File: src/vdi_pkg.sv
`timescale 1ns / 1ps
// ----------------------------------------------------------------------------
// vdi_pkg : shared types, constants and the saturating sum_add function
// Command and status structs between controller and datapath.
// ----------------------------------------------------------------------------
package vdi_pkg;

    localparam int TOL_WIDTH = 12;
    localparam int NUM_ATTR  = 8;
    localparam int VEC_WIDTH = 48;
    localparam int SUM_WIDTH = 60;
    localparam int CMP_WIDTH = 16;
    localparam int ACC_WIDTH = 20;

    typedef struct packed {
        logic load;     // capture input item, clear search pointer
        logic clear;    // empty the table
        logic rd;       // issue read at search pointer
        logic step;     // advance search pointer
        logic upd_hit;  // write sums to matched entry
        logic append;   // append new entry
        logic ovf;      // produce overflow result
    } vdi_cmd_t;

    typedef struct packed {
        logic more;     // search pointer below entry count
        logic hit;      // registered compare matched
        logic rd_done;  // compare data valid this cycle
        logic full;     // table full
    } vdi_sts_t;

    function automatic logic [SUM_WIDTH-1:0] sum_add(
        input logic [SUM_WIDTH-1:0] sums,
        input logic [VEC_WIDTH-1:0] vin
    );
        logic [SUM_WIDTH-1:0] res;
        logic signed [ACC_WIDTH:0] s;
        res = '0;
        for (int c = 0; c < 3; c++) begin
            s = $signed({sums[c*ACC_WIDTH + ACC_WIDTH-1], sums[c*ACC_WIDTH +: ACC_WIDTH]})
                + $signed({{(ACC_WIDTH-CMP_WIDTH+1){vin[c*CMP_WIDTH + CMP_WIDTH-1]}},
                           vin[c*CMP_WIDTH +: CMP_WIDTH]});
            if (s[ACC_WIDTH] != s[ACC_WIDTH-1])
                res[c*ACC_WIDTH +: ACC_WIDTH] = s[ACC_WIDTH] ?
                    {1'b1, {(ACC_WIDTH-1){1'b0}}} : {1'b0, {(ACC_WIDTH-1){1'b1}}};
            else
                res[c*ACC_WIDTH +: ACC_WIDTH] = s[ACC_WIDTH-1:0];
        end
        return res;
    endfunction

endpackage

File: src/vdi_ctrl.sv
`timescale 1ns / 1ps
// ----------------------------------------------------------------------------
// vdi_ctrl : search sequencer
// Walks the table one entry a cycle, then updates, appends or flags overflow.
// ----------------------------------------------------------------------------
module vdi_ctrl (
    input  logic              clk,
    input  logic              rst_n,
    input  logic              in_valid,
    input  logic              in_start,
    output logic              in_ready,
    output logic              out_load,
    input  logic              out_busy,
    input  vdi_pkg::vdi_sts_t sts,
    output vdi_pkg::vdi_cmd_t cmd
);

    localparam logic [2:0] S_IDLE = 3'd0;
    localparam logic [2:0] S_SCAN = 3'd1;
    localparam logic [2:0] S_WAIT = 3'd2;
    localparam logic [2:0] S_DONE = 3'd3;

    logic [2:0] state_reg, state_next;

    assign in_ready = (state_reg == S_IDLE);

    always_comb
    begin
        state_next = state_reg;
        cmd        = '0;
        out_load   = 1'b0;
        case (state_reg)
            S_IDLE:
            begin
                if (in_valid)
                begin
                    cmd.load   = 1'b1;
                    cmd.clear  = in_start;
                    state_next = S_SCAN;
                end
            end
            S_SCAN:
            begin
                // one read in flight; its data is compared next cycle and the hit flag registered after
                if (sts.rd_done && sts.hit)
                    state_next = S_DONE;
                else if (sts.more)
                begin
                    cmd.rd   = 1'b1;
                    cmd.step = 1'b1;
                end
                else if (!sts.rd_done)
                    state_next = S_DONE;
                else
                    state_next = S_WAIT;
            end
            S_WAIT:
                state_next = S_DONE;
            S_DONE:
            begin
                if (!out_busy)
                begin
                    out_load = 1'b1;
                    if (sts.hit)
                        cmd.upd_hit = 1'b1;
                    else if (!sts.full)
                        cmd.append = 1'b1;
                    else
                        cmd.ovf = 1'b1;
                    state_next = S_IDLE;
                end
            end
            default:
                state_next = S_IDLE;
        endcase
    end

    always_ff @(posedge clk or negedge rst_n)
    begin
        if (!rst_n)
            state_reg <= S_IDLE;
        else
            state_reg <= state_next;
    end

endmodule

File: config.mk
export PLATFORM = sky130hd
export DESIGN_NAME = vdi_ctrl
export DESIGN_NICKNAME = d
export VERILOG_FILES = /design/src/vdi_pkg.sv /design/src/vdi_ctrl.sv
export SDC_FILE = /design/constraint.sdc
export NUM_CORES = 1
export LEC_CHECK = 0
export ABC_AREA = 0
export CELL_PAD_IN_SITES_DETAIL_PLACEMENT = 1
export CELL_PAD_IN_SITES_GLOBAL_PLACEMENT = 1
export CORE_AREA = 2 2 39 41
export CTS_BUF_LIST = sky130_fd_sc_hd__clkbuf_16
export DETAILED_ROUTE_END_ITERATION = 8
export DIE_AREA = 0 0 41 43
export DONT_BUFFER_PORTS = 1
export GPL_TIMING_DRIVEN = 0
export PLACE_DENSITY = 0.39
export SLEW_MARGIN = 20
export SYNTH_ARGS = -nofsm -noshare
export SYNTH_HDL_FRONTEND = slang
export SYNTH_SLANG_ARGS = --single-unit
File: constraint.sdc
create_clock -name clk -period 4.2 [get_ports clk]
set_clock_uncertainty 0.05 [all_clocks]
set_input_delay 0.84 -clock clk [delete_from_list [all_inputs] [get_ports clk]]
set_output_delay 0.84 -clock clk [all_outputs]
set_load 0.1 [all_outputs]
==> flow_summary.ini, run 1 <==
[worst_setup_path]
end_kind = output port
cp-start-kind = flip-flop
crit_slowest_cell = nor3b_4
crit_path_max_incr_delay_ns = 1.00
path_cells = ha_1 -> nor2b_2 -> nor3b_4
cp.arrival_ns = 2.71
critPathBufInv = 0
path_class = reg -> out
critical_path.top_delay_family = simple AND/OR/NAND/NOR gates
cp_max_fo = 5
required_ns = 3.31

[route]
drtIter0Drc = 0
viasPerCell = 4.21
antenna_left = 0
drcViolationCount = 0
routed_wl_microns = 528
avgRoutedWirePerCell_microns = 11.0
drt-pass1-iter-count = 1
via_count = 202

[sta]
tightest_slew_ns = 1.13
slew_headroom_pct = 24.3
rsz0062_at_grt = false
setup_violations = 0
timing.fmax_mhz = 278
drv_slew = 0
hold_violations = 0
fin_crit_sh_pct = 85.8
postLayoutSetupSlackWorst_ns = 0.598
period_minus_slack_ns = 3.60
tns_ns = 0

[global_routing]
antenna_found_initial = 0
grt_pass1_vias = 222
grt_overflow = 0
grt_usage_pct = 9.04
grt_max_degree = 6
grt_first_pass_wirelength_microns = 966

[final_layout]
area_growth_pct = 44.7
nFillCells = 159
seq_area_sq_um = 50.0
final_util_pct = 26.9
antenna_cells = 0
drive_above_1_share_pct = 37.5
final_cell_area_sq_um = 373
multi_input_area_sq_um = 205
largest_reg_flops = 2
fin_nets = 48

[logic_synthesis]
synth_cells = 28
yosysWarnings = 0
ys_seq_area_share_pct = 19.4
syn_nets = 42
ys_ff_latch = 2
synth_area_sq_um = 258
ys_types = 18
syn_area_per_cell_sq_um = 9.21

[cts]
worstSkewPairLatency_ns = 0.22
clkSinkCount = 2
cts_buffer_depth = 2
h-tree-depth = 1
path_clk_slew_ns = 0.03
cts_hold_buffers = 0
cts-buffers-inserted = 3
cts_tree = done
cts-resized-gates = 0
root_buffer = clkbuf_16
postCtsSetupRepairBufs = 0

[floorplanning]
die_y_microns = 43
placementRows = 14
die_x_microns = 41
dieArea_sq_mm = 0.00176
start_util_pct = 18.6
ios = 18
coreArea_sq_mm = 0.00138

[place]
gp_congestion = 0.670
post-place-ws_ns = 0.613
placed_area_sq_um = 298
io_buffers = 0

[run_status]
run_status = finished clean

[flow_run]
drv_cap = 0

[hold_path]
min_path_type = in -> async
==> synthesized netlist by cell type (all sizes together) <==
cell	n	area, sq um
and2	3	22.5
dfrtp	2	50.1
and3b	1	10.0
inv	3	11.3
nor2b	1	6.26
buf	1	7.51
nand2	2	7.51
mux2	2	22.5
o221ai	1	15.0
and3	1	6.26
o22ai	1	6.26
nor3b	1	7.51
nor2	2	7.51
ha	5	62.6
nand2b	1	6.26
and2b	1	8.76
==> cells by family (layout without fill, tap and decap cells) <==
logic type	Yosys count	count (layout)	synth area share (%)
flip-flops	2	2	19.4
multiplexers	2	2	8.74
buffers and inverters	4	8	7.28
AND/OR/NAND/NOR	13	13	32.1
AO/OA/AOI/OAI	2	2	8.25
adder cells (fa/ha/maj)	5	5	24.3
==> worst reg2reg max path, delay by kind of cell, from the launching register on <==
family	cells	cell delay, ns
fa+ha+maj	1	0.87
compound gates	1	0.26
mux	1	0.36
flops	1	0.41
buf+inv	2	0.23
==> layout make-up <==
| class | count | share of cell area [%] |
|---|---|---|
| plain buffers | 1 | 2.01 |
| clock buffers | 3 | 20.1 |
| inverters | 3 | 3.02 |
| multi-input cells | 22 | 55.0 |
| flip-flops and latches | 2 | 13.4 |
| well taps | 16 | 5.37 |
| repair buffers | 1 | 1.01 |
==> metrics by stage <==
stage	cells	hold WS (ns)
final	48	0.268
after CTS	48	0.264
after global placement	44	0.494
after floorplan	28	0.492
after detailed placement	45	0.494
after global routing	48	0.262
==> cell usage in the layout (no fill, tap or decap) <==
| master | instances |
|---|---|
| and2b_2 | 1 |
| nor2_2 | 1 |
| and3_1 | 1 |
| ha_1 | 5 |
| mux2_1 | 2 |
| nor2_1 | 1 |
| and3b_2 | 1 |
| o22ai_1 | 1 |
| nand2_1 | 2 |
| buf_4 | 1 |
| inv_1 | 3 |
| and2_4 | 1 |
| and2_1 | 1 |
| and2_2 | 1 |
| dfrtp_1 | 2 |
| clkbuf_16 | 3 |
| o221ai_2 | 1 |
| nand2b_1 | 1 |
| nor2b_2 | 1 |
| nor3b_4 | 1 |
| buf_1 | 1 |
==> metal layers <==
layer	vias to the layer above	track usage (%)	wire (microns)
li1	99	-	-
met1	94	9.65	199
met2	9	10.6	278
met3	0	5.76	50
met4	0	10.0	0
met5	-	0	0
==> worst paths after layout <==
check,start,to,slack (ns),depth (start not counted)
max in group asynchronous,rst_n,state_reg[0],3.77,0
hold reg to reg,state_reg[1],state_reg[1],0.55,1
min in group clk,state_reg[1],state_reg[1],0.55,1
setup / recovery,state_reg[1],cmd[1],0.60,3
hold / removal,rst_n,state_reg[1],0.27,0
setup reg to reg,state_reg[0],state_reg[0],1.88,5
Power of run 1 is left out: the tool's default activity adds up to more than one toggle a clock period on the data nets, which glitch-free logic cannot reach.
==> inputs of run 2 (changes only) <==
--- a/config.mk
+++ b/config.mk
@@ -6,15 +6,15 @@
 export NUM_CORES = 1
 export LEC_CHECK = 0
 export ABC_AREA = 0
+export BUFFER_PORTS_ARGS = -buffer_cell sky130_fd_sc_hd__buf_2
 export CELL_PAD_IN_SITES_DETAIL_PLACEMENT = 1
 export CELL_PAD_IN_SITES_GLOBAL_PLACEMENT = 1
 export CORE_AREA = 2 2 39 41
 export CTS_BUF_LIST = sky130_fd_sc_hd__clkbuf_16
 export DETAILED_ROUTE_END_ITERATION = 8
 export DIE_AREA = 0 0 41 43
-export DONT_BUFFER_PORTS = 1
 export GPL_TIMING_DRIVEN = 0
-export PLACE_DENSITY = 0.39
+export PLACE_DENSITY = 0.56
 export SLEW_MARGIN = 20
 export SYNTH_ARGS = -nofsm -noshare
 export SYNTH_HDL_FRONTEND = slang
==> run 2 against run 1 <==
  * Final cell count increased by 33%
  * Wire length increased by 13%
  * Register-to-register slack improved by 0.77 ns
  * Flip-flop and latch count unchanged
  * First-iteration DRC count increased by 3
  * Die area unchanged
  * Global-route usage decreased by 0.30 points
  * Setup slack improved by 0.97 ns
  * Critical path depth increased by 2
  * Cell area increased by 19%
  * Via count increased by 23%
  * Critical path type is now in -> out
  * Highest routed layer unchanged
==> flow_summary.ini, run 2 (same netlist as run 1, synthesis figures left out) <==
[final_layout]
layout_commonest_cell = buf_2
largest_reg_flops = 2
area_growth_pct = 72.8
final_util_pct = 32.2
final_cell_area_sq_um = 445
drive_above_1_share_pct = 58.3
antenna_cells = 0
fin_nets = 64
layout_common_cells = 17 x buf_2, 5 x ha_1, 3 x inv_1, 3 x clkbuf_16

[run_status]
run_status = finished clean

[sta]
period_minus_slack_ns = 2.63
timing.fmax_mhz = 380
tns_ns = 0
slew_headroom_pct = 67.8
rsz0062_at_grt = false
drv_slew = 0
fin_crit_sh_pct = 62.7
hold_violations = 0
tightest_slew_ns = 0.487
postLayoutSetupSlackWorst_ns = 1.57
setup_violations = 0

[global_routing]
antenna_found_initial = 0
grt_first_pass_wirelength_microns = 993
grt_usage_pct = 8.73
grt_max_degree = 6
grt_overflow = 0
grt_pass1_vias = 266

[worst_setup_path]
end_kind = output port
crit_path_max_incr_delay_ns = 0.41
crit_path_frequent_cell = buf_2
critPathBufInv = 3
worstSetupPathDepth = 5
path_class = in -> out
reg2reg_to = state_reg[0]
critical_path.top_delay_family = buffers and inverters
crit_path_end = cmd[4]
cp.arrival_ns = 1.74
crit_slowest_cell = buf_2
cp_max_fo = 5
r2r_start = state_reg[0]
critical_path.startpoint = sts[2]
path_cells = buf_2 -> and2_4 -> nor2_1 -> buf_4 -> buf_2
required_ns = 3.31
rr_worst_depth = 5
ff2ff_setup_slack_ns = 2.65
cp-start-kind = input pin

[route]
drcViolationCount = 0
drt-pass1-iter-count = 2
avgRoutedWirePerCell_microns = 9.34
viasPerCell = 3.89
antenna_left = 0
drtIter0Drc = 3
via_count = 249
routed_wl_microns = 598

[hold_path]
min_path_type = in -> async

[cts]
root_buffer = clkbuf_16
postCtsSetupRepairBufs = 0
cts_buffer_depth = 2
cts-buffers-inserted = 3
cts_hold_buffers = 0
worstSkewPairLatency_ns = 0.22
clkSinkCount = 2
h-tree-depth = 1
path_clk_slew_ns = 0.03
cts-resized-gates = 0
cts_tree = done

[place]
post-place-ws_ns = 1.56
gp_congestion = 0.617
hpwl_microns = 478
io_buffers = 17
placed_area_sq_um = 370

[floorplanning]
start_util_pct = 18.6
ios = 18
placementRows = 14
coreArea_sq_mm = 0.00138
dieArea_sq_mm = 0.00176
die_y_microns = 43
die_x_microns = 41

[flow_run]
drv_cap = 0
-- run 2: how the worst min path moves through the flow --
| stage | end | slack, ns |
|---|---|---|
| 3_3_place_gp | state_reg[1] | 0.54 |
| 2_1_floorplan | state_reg[0] | 0.49 |
| 3_5_place_dp | state_reg[1] | 0.53 |
| 5_1_grt | state_reg[1] | 0.35 |
| 6_report | state_reg[1] | 0.35 |
| 4_1_cts | state_reg[1] | 0.35 |
-- run 2: final cells by class --
cell class                 count  area (sq um)
buffer                         1          7.51
clock buffer                   3          75.1
fill                         170           938
inverter                       3          11.3
multi-input combinational     22           196
sequential                     2          50.0
tap                           16          20.0
timing repair buffer          17          85.1
-- run 2: per-layer routing --
| metal | share of wire, % | up-vias | track usage [%] |
|---|---|---|---|
| li1 | - | 131 | - |
| met1 | 42 | 112 | 8.68 |
| met2 | 53 | 6 | 13.1 |
| met3 | 4.3 | 0 | 3.14 |
| met4 | 0 | 0 | 8.00 |
| met5 | 0 | - | 0 |
-- run 2: per-stage QoR --
stage          std cells  hold WS, ns
6_report              64        0.353
5_1_grt               64        0.349
4_1_cts               64        0.350
3_5_place_dp          61        0.531
3_3_place_gp          61        0.543
2_1_floorplan         28        0.492
-- run 2: worst register-to-register path, cell delays in order (launching register included) --
cell,delay (ns)
dfrtp_1,0.42
inv_1,0.10
ha_1,0.22
inv_1,0.07
o221ai_2,0.22
mux2_1,0.35
Power of run 2 is left out for the same reason.
